<file path="src/hdl/array_priority_queue_macros.svh">
// assertion macros for the array priority queue
// included by modules that check their own control logic; no other dependencies
`ifndef ARRAY_PRIORITY_QUEUE_MACROS_SVH
`define ARRAY_PRIORITY_QUEUE_MACROS_SVH
`ifndef SYNTH
// property that must hold on every clock edge outside reset
`define APQ_ASSERT(lbl, clk, rst_n, prop, msg) \
    lbl: assert property (@(posedge clk) disable iff (!rst_n) (prop)) else $error(msg);
// antecedent implies consequent in the next cycle
`define APQ_ASSERT_NEXT(lbl, clk, rst_n, ante, cons, msg) \
    lbl: assert property (@(posedge clk) disable iff (!rst_n) (ante) |=> (cons)) \
        else $error(msg);
`else
`define APQ_ASSERT(lbl, clk, rst_n, prop, msg)
`define APQ_ASSERT_NEXT(lbl, clk, rst_n, ante, cons, msg)
`endif
`endif

</file>
<file path="src/hdl/apq_pkg.sv">
// shared types and codes for the array priority queue
// no dependencies; imported by every module of the block
`timescale 1ns / 1ps

package apq_pkg;

    localparam int APQ_DEPTH = 8;

    // command codes
    localparam logic [1:0] CMD_ENQ  = 2'd0;
    localparam logic [1:0] CMD_DEQ  = 2'd1;
    localparam logic [1:0] CMD_PEEK = 2'd2;

    typedef enum logic [1:0] {
        ST_OK        = 2'd0,
        ST_OVERFLOW  = 2'd1,
        ST_UNDERFLOW = 2'd2
    } status_t;

    typedef struct packed {
        logic signed [31:0] value;
        logic signed [31:0] rank;
    } entry_t;

    typedef struct packed {
        status_t     status;
        entry_t      data;
    } result_t;

    typedef enum logic [2:0] {
        S_IDLE,
        S_SCAN,
        S_SHIFT_START,
        S_SHIFT,
        S_HOLD
    } state_t;

endpackage

</file>
<file path="src/hdl/apq_mem.sv">
// entry store: one write port, one read port with registered read data
// depends on apq_pkg for the entry type
`timescale 1ns / 1ps

module apq_mem
    import apq_pkg::*;
#(
    parameter int DEPTH = APQ_DEPTH,
    parameter int AW    = $clog2(DEPTH)
)
(
    input  logic          clk,
    input  logic          we,
    input  logic [AW-1:0] waddr,
    input  entry_t        wdata,
    input  logic [AW-1:0] raddr,
    output entry_t        rdata
);

    entry_t mem [DEPTH];

    // write port
    always_ff @(posedge clk)
    begin
        if (we)
        begin
            mem[waddr] <= wdata;
        end
    end

    // read port, registered read data
    always_ff @(posedge clk)
    begin
        rdata <= mem[raddr];
    end

endmodule

</file>
<file path="src/hdl/apq_out.sv">
// output register that holds a finished result until the sink takes the beat
// depends on apq_pkg for the result type
`timescale 1ns / 1ps

module apq_out
    import apq_pkg::*;
(
    input  logic    clk,
    input  logic    rst_n,
    input  logic    res_valid,
    output logic    res_ready,
    input  result_t res,
    output logic    out_valid,
    input  logic    out_ready,
    output result_t out_res
);

    logic    out_valid_reg;
    logic    out_valid_next;
    result_t out_res_reg;

    // free when empty or when the held beat leaves this cycle
    assign res_ready = !out_valid_reg || out_ready;

    always_comb
    begin
        out_valid_next = out_valid_reg;
        if (res_ready)
        begin
            out_valid_next = res_valid;
        end
    end

    always_ff @(posedge clk or negedge rst_n)
    begin
        if (!rst_n)
        begin
            out_valid_reg <= 1'b0;
        end
        else
        begin
            out_valid_reg <= out_valid_next;
        end
    end

    // payload needs no reset
    always_ff @(posedge clk)
    begin
        if (res_ready && res_valid)
        begin
            out_res_reg <= res;
        end
    end

    assign out_valid = out_valid_reg;
    assign out_res   = out_res_reg;

endmodule

</file>
<file path="src/hdl/apq_ctrl.sv">
// command sequencer: fill count, scan for the best entry, shift-down after removal
// depends on apq_pkg and the assertion macros; drives apq_mem and apq_out
`timescale 1ns / 1ps
`include "array_priority_queue_macros.svh"

module apq_ctrl
    import apq_pkg::*;
#(
    parameter int DEPTH = APQ_DEPTH,
    parameter int AW    = $clog2(DEPTH),
    parameter int FW    = $clog2(DEPTH + 1)
)
(
    input  logic          clk,
    input  logic          rst_n,
    input  logic          in_valid,
    output logic          in_ready,
    input  logic [1:0]    cmd,
    input  entry_t        item,
    output logic          mem_we,
    output logic [AW-1:0] mem_waddr,
    output entry_t        mem_wdata,
    output logic [AW-1:0] mem_raddr,
    input  entry_t        mem_rdata,
    output logic          res_valid,
    input  logic          res_ready,
    output result_t       res
);

    state_t        state_reg, state_next;
    logic [FW-1:0] fill_reg, fill_next;
    logic [AW-1:0] didx_reg, didx_next;
    logic [AW-1:0] best_idx_reg, best_idx_next;
    entry_t        best_reg, best_next;
    result_t       res_reg, res_next;
    logic          is_deq_reg, is_deq_next;

    logic          accept;
    logic          take;
    logic [AW-1:0] best_idx_cur;
    entry_t        best_cur;
    logic [FW-1:0] last_idx;
    logic          scan_last;
    logic          shift_last;
    logic          no_shift;

    assign accept = in_valid && in_ready;

    // compare the entry coming out of memory with the best so far
    assign take         = (didx_reg == '0) || (mem_rdata.rank > best_reg.rank);
    assign best_idx_cur = take ? didx_reg : best_idx_reg;
    assign best_cur     = take ? mem_rdata : best_reg;
    assign last_idx     = fill_reg - FW'(1);
    assign scan_last    = (FW'(didx_reg) == last_idx);
    assign shift_last   = ((FW'(didx_reg) + FW'(2)) == fill_reg);
    assign no_shift     = (FW'(best_idx_cur) == last_idx);

    // next state
    always_comb
    begin
        state_next = state_reg;
        case (state_reg)
            S_IDLE:
            begin
                if (accept)
                begin
                    if ((cmd == CMD_DEQ || cmd == CMD_PEEK) && fill_reg != '0)
                    begin
                        state_next = S_SCAN;
                    end
                    else
                    begin
                        state_next = S_HOLD;
                    end
                end
            end
            S_SCAN:
            begin
                if (scan_last)
                begin
                    if (!is_deq_reg || no_shift)
                    begin
                        state_next = S_HOLD;
                    end
                    else
                    begin
                        state_next = S_SHIFT_START;
                    end
                end
            end
            S_SHIFT_START:
            begin
                state_next = S_SHIFT;
            end
            S_SHIFT:
            begin
                if (shift_last)
                begin
                    state_next = S_HOLD;
                end
            end
            S_HOLD:
            begin
                if (res_ready)
                begin
                    state_next = S_IDLE;
                end
            end
            default:
            begin
                state_next = S_IDLE;
            end
        endcase
    end

    // outputs, memory control and datapath next values
    always_comb
    begin
        in_ready      = (state_reg == S_IDLE);
        res_valid     = (state_reg == S_HOLD);
        mem_we        = 1'b0;
        mem_waddr     = '0;
        mem_wdata     = item;
        mem_raddr     = '0;
        fill_next     = fill_reg;
        didx_next     = didx_reg;
        best_idx_next = best_idx_reg;
        best_next     = best_reg;
        res_next      = res_reg;
        is_deq_next   = is_deq_reg;
        case (state_reg)
            S_IDLE:
            begin
                if (accept)
                begin
                    res_next = '{status: ST_OK, data: '0};
                    if (cmd == CMD_ENQ)
                    begin
                        if (fill_reg >= FW'(DEPTH))
                        begin
                            res_next.status = ST_OVERFLOW;
                        end
                        else
                        begin
                            mem_we    = 1'b1;
                            mem_waddr = fill_reg[AW-1:0];
                            fill_next = fill_reg + FW'(1);
                        end
                    end
                    else if (cmd == CMD_DEQ || cmd == CMD_PEEK)
                    begin
                        if (fill_reg == '0)
                        begin
                            res_next.status = ST_UNDERFLOW;
                        end
                        else
                        begin
                            mem_raddr   = '0;
                            didx_next   = '0;
                            is_deq_next = (cmd == CMD_DEQ);
                        end
                    end
                end
            end
            S_SCAN:
            begin
                best_next     = best_cur;
                best_idx_next = best_idx_cur;
                if (scan_last)
                begin
                    res_next = '{status: ST_OK, data: best_cur};
                    if (is_deq_reg && no_shift)
                    begin
                        fill_next = fill_reg - FW'(1);
                    end
                end
                else
                begin
                    mem_raddr = didx_reg + AW'(1);
                    didx_next = didx_reg + AW'(1);
                end
            end
            S_SHIFT_START:
            begin
                // fetch the entry just after the removed one
                mem_raddr = best_idx_reg + AW'(1);
                didx_next = best_idx_reg;
            end
            S_SHIFT:
            begin
                // move entry didx+1 down into didx
                mem_we    = 1'b1;
                mem_waddr = didx_reg;
                mem_wdata = mem_rdata;
                if (shift_last)
                begin
                    fill_next = fill_reg - FW'(1);
                end
                else
                begin
                    mem_raddr = didx_reg + AW'(2);
                    didx_next = didx_reg + AW'(1);
                end
            end
            S_HOLD:
            begin
            end
            default:
            begin
            end
        endcase
    end

    assign res = res_reg;

    // control registers
    always_ff @(posedge clk or negedge rst_n)
    begin
        if (!rst_n)
        begin
            state_reg <= S_IDLE;
            fill_reg  <= '0;
        end
        else
        begin
            state_reg <= state_next;
            fill_reg  <= fill_next;
        end
    end

    // payload and scan registers
    always_ff @(posedge clk)
    begin
        didx_reg     <= didx_next;
        best_idx_reg <= best_idx_next;
        best_reg     <= best_next;
        res_reg      <= res_next;
        is_deq_reg   <= is_deq_next;
    end

    `APQ_ASSERT(a_fill_bound, clk, rst_n, fill_reg <= FW'(DEPTH), "fill count above depth")
    `APQ_ASSERT_NEXT(a_enq_grows, clk, rst_n, accept && cmd == CMD_ENQ && fill_reg < FW'(DEPTH), fill_reg == $past(fill_reg) + FW'(1), "enqueue did not grow the store")
    `APQ_ASSERT(a_scan_live, clk, rst_n, state_reg != S_SCAN || FW'(didx_reg) < fill_reg, "scan ran past live entries")
    `APQ_ASSERT(a_shift_live, clk, rst_n, state_reg != S_SHIFT || (FW'(didx_reg) + FW'(2)) <= fill_reg, "shift ran past live entries")
    `APQ_ASSERT_NEXT(a_hold_release, clk, rst_n, state_reg == S_HOLD && res_ready, state_reg == S_IDLE, "result beat not released")

endmodule

</file>
<file path="src/hdl/array_priority_queue.sv">
// top level of the array priority queue: sequencer, entry store and output register
// depends on apq_pkg, apq_mem, apq_out and apq_ctrl
`timescale 1ns / 1ps
//
//  channel  handshake             payload
//  -------  --------------------  ---------------------------------
//  in       in_valid / in_ready   cmd, item_value, item_rank
//  out      out_valid / out_ready status, out_value, out_rank
//
//  the single read port of the entry store sets the pace of peek and dequeue:
//  one entry per cycle is scanned, then, when a dequeue removes an entry other
//  than the newest, one entry per cycle is moved down to close the gap.
//  reset clears the fill count and control; the store itself needs no clearing.
//  a held output beat does not stop the next command from being accepted.

module array_priority_queue
    import apq_pkg::*;
#(
    parameter int DEPTH = APQ_DEPTH
)
(
    input  logic               clk,
    input  logic               rst_n,
    input  logic               in_valid,
    output logic               in_ready,
    input  logic [1:0]         cmd,
    input  logic signed [31:0] item_value,
    input  logic signed [31:0] item_rank,
    output logic               out_valid,
    input  logic               out_ready,
    output logic [1:0]         status,
    output logic signed [31:0] out_value,
    output logic signed [31:0] out_rank
);

    localparam int AW = $clog2(DEPTH);
    localparam int FW = $clog2(DEPTH + 1);

    entry_t        item;
    logic          mem_we;
    logic [AW-1:0] mem_waddr;
    entry_t        mem_wdata;
    logic [AW-1:0] mem_raddr;
    entry_t        mem_rdata;
    logic          res_valid;
    logic          res_ready;
    result_t       res;
    result_t       out_res;

    assign item = '{value: item_value, rank: item_rank};

    apq_ctrl #(
        .DEPTH (DEPTH),
        .AW    (AW),
        .FW    (FW)
    ) u_ctrl (
        .clk       (clk),
        .rst_n     (rst_n),
        .in_valid  (in_valid),
        .in_ready  (in_ready),
        .cmd       (cmd),
        .item      (item),
        .mem_we    (mem_we),
        .mem_waddr (mem_waddr),
        .mem_wdata (mem_wdata),
        .mem_raddr (mem_raddr),
        .mem_rdata (mem_rdata),
        .res_valid (res_valid),
        .res_ready (res_ready),
        .res       (res)
    );

    apq_mem #(
        .DEPTH (DEPTH),
        .AW    (AW)
    ) u_mem (
        .clk   (clk),
        .we    (mem_we),
        .waddr (mem_waddr),
        .wdata (mem_wdata),
        .raddr (mem_raddr),
        .rdata (mem_rdata)
    );

    apq_out u_out (
        .clk       (clk),
        .rst_n     (rst_n),
        .res_valid (res_valid),
        .res_ready (res_ready),
        .res       (res),
        .out_valid (out_valid),
        .out_ready (out_ready),
        .out_res   (out_res)
    );

    assign status    = out_res.status;
    assign out_value = out_res.data.value;
    assign out_rank  = out_res.data.rank;

endmodule

</file>
<file path="config.mk">
export PLATFORM = sky130hd
export DESIGN_NAME = array_priority_queue
export DESIGN_NICKNAME = d
export VERILOG_FILES = /design/src/hdl/apq_pkg.sv /design/src/hdl/apq_mem.sv /design/src/hdl/apq_out.sv /design/src/hdl/apq_ctrl.sv /design/src/hdl/array_priority_queue.sv
export VERILOG_INCLUDE_DIRS = /design/src /design/src/hdl
export SDC_FILE = /design/constraint.sdc
export NUM_CORES = 1
export LEC_CHECK = 0
export BUFFER_PORTS_ARGS = -buffer_cell sky130_fd_sc_hd__buf_2
export CORE_MARGIN = 1
export CORE_UTILIZATION = 60
export DETAILED_ROUTE_END_ITERATION = 7
export GPL_ROUTABILITY_DRIVEN = 0
export PLACE_DENSITY = 0.8
export REMOVE_ABC_BUFFERS = 1
export SYNTH_ARGS = -nofsm -noshare
export SYNTH_HDL_FRONTEND = slang
export SYNTH_SLANG_ARGS = --single-unit
</file>
<file path="constraint.sdc">
create_clock -name clk -period 8.85 [get_ports clk]
set_input_delay 0 -clock clk [delete_from_list [all_inputs] [get_ports clk]]
set_output_delay 0 -clock clk [all_outputs]
set_load 0.005 [all_outputs]
</file>
==> run_results.csv, run 1 <==
group,metric,value,unit
run_status,status,"finished, final reports clean",
cells_and_area,most-common-layout-cells,"816 x nand2_1, 715 x edfxtp_1, 324 x nand3_1",
yosys,synth.largest_area_cell,"edfxtp_1",
cells_and_area,antennaDiodeCount,0,
setup_path,worstPathCellList,"inv_1, nor2_1, and2_4, a22oi_1, o21ai_0, nor2_4, buf_4",
placed_design,placedCellCount,3211,
clock_network,numClockSinks,787,
yosys,ys_seq_elements,787,
placed_design,place_area,32500,um^2
hold_path,hold_class,"primary input to register",
grt,grt_pass1_wl,107000,um
yosys,yosys-top-cells-area,"edfxtp_1 69%, nand2_1 9.8%, nand3_1 5.2%, dfxtp_1 4.1%, ha_1 1.6%",
cells_and_area,most_frequent_standard_cell_in_the_layout_excluding_fill_and_tap_cells,"nand2_1",
power_and_ir_drop,p_seq_share,39.7,%
cells_and_area,layout.nets,2790,
sta,timing_worst_slew_pin_value,1.24,ns
power_and_ir_drop,pwr_density_cell,393,nW/um^2
power_and_ir_drop,netSwitchingFraction,38.0,%
floorplan,io_pins,138,
yosys,synthCells,2510,
cells_and_area,final_layout_size_suffix_gt1_share,11.8,%
sta,crit_share_post_route,54.8,%
setup_path,worst-path-max-fanout,69,
cells_and_area,finalNonFillerCells,3424,
setup_path,critical-path-top-delay-family,"simple AND/OR/NAND/NOR gates",
sta,skew,0.0277,ns
detailed_routing,detailed_router_iteration_count_before_antenna_repair,6,
clock_network,clock_tree.htree_level_count,3,
sta,timing.max_slew.rel_slack,17.2,%
yosys,average_instance_area_after_synthesis,12.5,um^2
cells_and_area,area_added_between_synthesis_and_finish,13.8,%
power_and_ir_drop,combinational_share_of_power,38.4,%
floorplan,die_height,230,um
placed_design,port_buffers,137,
yosys,synth.top_cell.area_share,68.7,%
flow_run,timing.max_cap.violations,0,
detailed_routing,drt-vias-per-instance,5.86,
floorplan,die_x,230,um
power_and_ir_drop,switching_pwr,5.32,mW
detailed_routing,wirelength,68900,um
clock_network,clk_path_buf_depth,3,
grt,grt_pass1_vias,20100,
grt,grt.overflow.total,0,
sta,finalMaxSlewViolations,0,
sta,fin_crit,4.85,ns
clock_network,buffer_cell_driving_the_clock_tree_root,"clkbuf_16",
power_and_ir_drop,clock_power_share,21.9,%
power_and_ir_drop,worst_ir_drop_vdd,426,uV
detailed_routing,antenna_violating_nets_post_route,0,
setup_path,cp_data_required_time,9.08,ns
yosys,syn_area,31200,um^2
sta,hold-worst-slack,0.0135,ns
sta,fmaxAchievable,206,MHz
setup_path,worstSetupStartpointType,"register",
yosys,ys_dominant_reg_cell,"edfxtp_1",
setup_path,slowest_delay,0.85,ns
sta,grt_setup_unrepaired,"no",
clock_network,cts_bufs_inserted,77,
setup_path,timing.critical_path.buf_inv,2,
power_and_ir_drop,cell_internal_pwr,8.67,mW
floorplan,design.core.area,51400,um^2
clock_network,clock_latency,0.63,ns
power_and_ir_drop,static_leakage,13.4,nW
clock_network,worst_setup_hold_path_clk_slew,0.06,ns
setup_path,crit_path_top_delay_cell,"a22oi_1",
detailed_routing,first_iter_violations,2014,
grt,grt_max_degree,193,
yosys,synth.distinct_cells,67,
placed_design,dp.final_hpwl,35900,um
cells_and_area,largest_reg_flops,512,
yosys,synthesis.yosys.warnings,0,
detailed_routing,via_total_after_detailed_routing,20100,
detailed_routing,drt_drc_violations_left,0,
yosys,synth-edff-count,715,
setup_path,worst_ep_arrival_time,5.09,ns
clock_network,cts_post_setup_buffers_inserted,0,
setup_path,end_kind,"register",
detailed_routing,average_wire_per_standard_cell,20.1,um
setup_path,timing_worst_setup_path_type,"register to register",
grt,grt_antenna_before_repair,0,
floorplan,start_util,60.8,%
grt,all_layer_gr_usage,26.0,%
floorplan,die_area,53000,um^2
yosys,async_reset_ff_share,1.02,%
cells_and_area,final_design_area_no_fill,35600,um^2
sta,final-hold-violation-count,0,
clock_network,cts_tree,"yes",
sta,setup_viol_count_final,0,
floorplan,core.rowCount,83,
yosys,synth_sequential_area_ratio,73.4,%
-- power by group through the flow --
| stage | Sequential, mW | Combinational [mW] | Clock, mW |
|---|---|---|---|
| floorplan | 5.54 | 4.13 | 0 |
| global route | 5.62 | 5.94 | 3.24 |
| CTS | 5.55 | 5.34 | 3.09 |
| detailed placement | 5.62 | 5.25 | 0 |
| finish | 5.55 | 5.38 | 3.06 |
| global placement | 5.59 | 5.00 | 0 |
-- synthesized netlist by cell type, drive strengths merged, types with 3 or more instances --
master	count
inv	43
nand2b	6
nand3	325
mux2	36
nor2b	7
nor3	12
edfxtp	715
o21ai	106
ha	40
nor2	23
o211ai	4
and2	69
buf	46
dfrtp	8
and3	4
a31oi	3
dfxtp	64
nand4	7
a211oi	3
nor3b	3
nand2	818
a21oi	19
xor2	6
a22oi	4
mux2i	3
xnor2	3
clkbuf	95
nor4	3
-- final timing paths --
path                                                 startpoint  depth (start not counted)  slack, ns                        endpoint
worst max-delay path            u_ctrl.state_reg[0]$_DFFE_PN0P_                          7       4.00      u_mem.mem[4][46]$_DFFE_PP_
worst min-delay path                              item_rank[22]                          3       0.01      u_mem.mem[5][22]$_DFFE_PP_
worst max register to register  u_ctrl.state_reg[0]$_DFFE_PN0P_                          7       4.00      u_mem.mem[4][46]$_DFFE_PP_
worst min register to register     u_ctrl.res[22]$_SDFFCE_PN0P_                          0       0.41     u_out.out_res[22]$_DFFE_PP_
max in group asynchronous                                 rst_n                          3       8.16  u_ctrl.fill_reg[1]$_DFFE_PN0P_
min in group asynchronous                                 rst_n                          3       0.38  u_ctrl.fill_reg[3]$_DFFE_PN0P_
-- worst min-delay path, delay by kind of cell --
family / cells / cell delay (ns)
simple gates: 2 / 0.36
buf+inv: 1 / 0.08
-- metrics by stage --
| step | power (mW) | util [%] | worst slack (ns) | setup TNS [ns] |
|---|---|---|---|---|
| floorplan | 9.66 | - | -4.46 | -283.52 |
| global placement | 10.6 | 63.3 | 4.27 | 0 |
| detailed placement | 10.9 | 63.3 | 4.09 | 0 |
| CTS | 14.0 | 69.2 | 4.05 | 0 |
| global route | 14.8 | 69.2 | 3.68 | 0 |
| finish | 14.0 | 69.2 | 4.00 | 0 |
-- kinds of logic after synthesis --
kind of cell / after synthesis / synth area share, %
AOI/OAI and AO/OA: 162 / 3.06
xor gates and xnor gates: 9 / 0.252
adders and majority gates: 40 / 1.60
DFF: 787 / 73.4
muxes: 39 / 1.39
buffers and inverters: 184 / 2.38
and+or+nand+nor: 1289 / 17.9
-- metal layers --
| metal | track usage [%] | part of all wire [%] | up-vias |
|---|---|---|---|
| li1 | - | - | 9191 |
| met1 | 34.2 | 40 | 9715 |
| met2 | 43.8 | 49 | 982 |
| met3 | 3.67 | 7.9 | 170 |
| met4 | 11.0 | 3.1 | 0 |
| met5 | 0 | 0 | - |
-- what timing repair did --
action | in CTS | in global routing
hold buffers | 70 | 0
hold endpoints to repair | 517 | 0
resized for setup | 0 | 0
-- final cells by class --
class,count,area (um^2)
inverter,43,164
fill,3330,15800
clock inverter,34,201
multi-input combinational,1539,7690
clock buffer,109,2130
timing repair buffer,232,1590
sequential,787,23000
tap,680,851
Note: power is estimated with default switching activity, not from simulation.
==> inputs of run 2 (changes only) <==
==> constraint.sdc (replaced) <==
create_clock -name clk -period 4.5 [get_ports clk]
set_input_delay 0 -clock clk [delete_from_list [all_inputs] [get_ports clk]]
set_output_delay 0 -clock clk [all_outputs]
set_load 0.005 [all_outputs]
==> run 2 against run 1 <==
  * Die area did not move
  * Total power up 100%
  * Worst setup slack worse by 3.4 ns
  * Cell area increased by 1.0%
  * Worst hold slack better by 0.013 ns
  * Critical path depth stayed put
  * Via count rose by 0.28%
  * First-iteration DRC count increased by 11%
  * Core utilization up 0.69 points
  * Maximum frequency increased by 26%
  * Largest power group unchanged
==> run_results.csv, run 2 (same netlist as run 1, synthesis figures left out) <==
group,metric,value,unit
setup_path,rrSetupSlack,0.63,ns
floorplan,start_util,60.8,%
setup_path,cp_data_required_time,4.78,ns
clock_network,clock_tree.htree_level_count,3,
detailed_routing,drt-vias-per-instance,5.86,
power_and_ir_drop,static_leakage,13.6,nW
grt,grt_max_degree,129,
power_and_ir_drop,total_power_draw,28.1,mW
placed_design,place_worst_setup_slack,0.762,ns
cells_and_area,antennaDiodeCount,0,
clock_network,clk_path_buf_depth,3,
clock_network,post_cts_gate_resize_count,0,
sta,fmaxAchievable,259,MHz
sta,fin_crit,3.87,ns
sta,grt_setup_unrepaired,"no",
detailed_routing,detailed_router_iteration_count_before_antenna_repair,5,
cells_and_area,most-common-layout-cells,"816 x nand2_1, 715 x edfxtp_1, 324 x nand3_1",
grt,grt_antenna_before_repair,0,
flow_run,timing.max_cap.violations,0,
sta,timing.max_slew.rel_slack,27.8,%
sta,setup_viol_count_final,0,
floorplan,die_height,230,um
setup_path,timing_worst_setup_path_type,"register to register",
detailed_routing,antenna_violating_nets_post_route,0,
detailed_routing,drt_drc_violations_left,0,
detailed_routing,via_total_after_detailed_routing,20100,
floorplan,io_pins,138,
cells_and_area,area_added_between_synthesis_and_finish,15.0,%
clock_network,hold_buffers,70,
placed_design,placedCellCount,3226,
floorplan,die_x,230,um
sta,hold-worst-slack,0.0269,ns
floorplan,design.core.area,51400,um^2
detailed_routing,first_iter_violations,2245,
clock_network,worst_setup_hold_path_clk_slew,0.06,ns
clock_network,numClockSinks,787,
grt,grt_pass1_vias,20100,
cells_and_area,largest_reg_flops,512,
grt,all_layer_gr_usage,26.3,%
grt,grt.overflow.total,0,
clock_network,clock_latency,0.61,ns
placed_design,port_buffers,137,
cells_and_area,finish.utilization,69.9,%
cells_and_area,finalNonFillerCells,3435,
setup_path,worst_ep_arrival_time,4.15,ns
setup_path,worstSetupStartpointType,"register",
clock_network,cts_post_setup_buffers_inserted,0,
cells_and_area,most_frequent_standard_cell_in_the_layout_excluding_fill_and_tap_cells,"nand2_1",
sta,skew,0.0230,ns
power_and_ir_drop,worst_ir_drop_vdd,641,uV
clock_network,cts_tree,"yes",
sta,setup_tns,0,ns
placed_design,dp.final_hpwl,37500,um
placed_design,place_area,32900,um^2
clock_network,cts_bufs_inserted,78,
sta,final-hold-violation-count,0,
sta,crit_share_post_route,85.9,%
grt,grt_pass1_wl,107000,um
setup_path,end_kind,"register",
sta,finalMaxSlewViolations,0,
cells_and_area,final_design_area_no_fill,35900,um^2
hold_path,hold_class,"primary input to register",
sta,timing_worst_slew_pin_value,1.08,ns
clock_network,buffer_cell_driving_the_clock_tree_root,"clkbuf_16",
cells_and_area,final_layout_size_suffix_gt1_share,12.5,%
detailed_routing,average_wire_per_standard_cell,20.3,um
floorplan,die_area,53000,um^2
detailed_routing,wirelength,69600,um
cells_and_area,layout.filler_cells,3283,
sta,post-route-worst-setup-slack,0.635,ns
run_status,status,"finished, final reports clean",
power_and_ir_drop,pwr_density_cell,781,nW/um^2
setup_path,worst-path-max-fanout,34,
floorplan,core.rowCount,83,
cells_and_area,layout.nets,2806,
## run 2: cell count changes in the layout (fill, tap and decap cells not counted)
cell,delta
clkbuf_8,+3
inv_6,-2
clkinv_2,+3
clkbuf_1,+4
buf_12,+17
clkinv_8,-1
buf_4,-2
bufinv_16,+2
clkinv_1,-13
clkbuf_16,-1
clkinvlp_4,+1
## run 2: metal layers
layer | global-route usage (%) | wire length, um | vias to the layer above
met1 | 34.8 | 27300 | 9757
met5 | 0 | 0 | -
met4 | 10.2 | 2020 | 0
met2 | 44.1 | 34600 | 976
met3 | 3.98 | 5730 | 166
li1 | - | - | 9215
## run 2: worst paths after layout
check,cells after the start,startpoint,to
hold reg to reg,0,u_ctrl.res[63]$_SDFFCE_PN0P_,u_out.out_res[63]$_DFFE_PP_
max in group asynchronous,3,rst_n,u_ctrl.state_reg[2]$_DFFE_PN0P_
setup / recovery,7,u_ctrl.state_reg[0]$_DFFE_PN0P_,u_mem.mem[2][42]$_DFFE_PP_
hold / removal,4,cmd[1],u_ctrl.res[65]$_SDFFCE_PP0P_
min in group asynchronous,3,rst_n,u_ctrl.fill_reg[1]$_DFFE_PN0P_
setup reg to reg,7,u_ctrl.state_reg[0]$_DFFE_PN0P_,u_mem.mem[2][42]$_DFFE_PP_
## run 2: cell type report
cell class	instances	area, um^2	area share, %
sequential	787	23000	63.9
multi-input combinational	1539	7690	21.4
clock buffer	115	2160	6.02
timing repair buffer	247	1910	5.32
tap	680	851	2.37
clock inverter	24	201	0.561
inverter	43	164	0.456
## run 2: power breakdown
part / internal [mW] / switching, mW / total, mW
registers: 10.3 / 0.693 / 11.0
logic: 3.70 / 7.31 / 11.0
clock network: 3.50 / 2.60 / 6.09
## run 2: critical path, cell delays in order, from the launching register on
cell and delay, ns:
dfrtp_1 0.49, inv_1 0.23, nor2_1 0.19, and2_4 0.37
a22oi_1 0.76, o21ai_0 0.62, nor3_2 0.53, buf_12 0.31
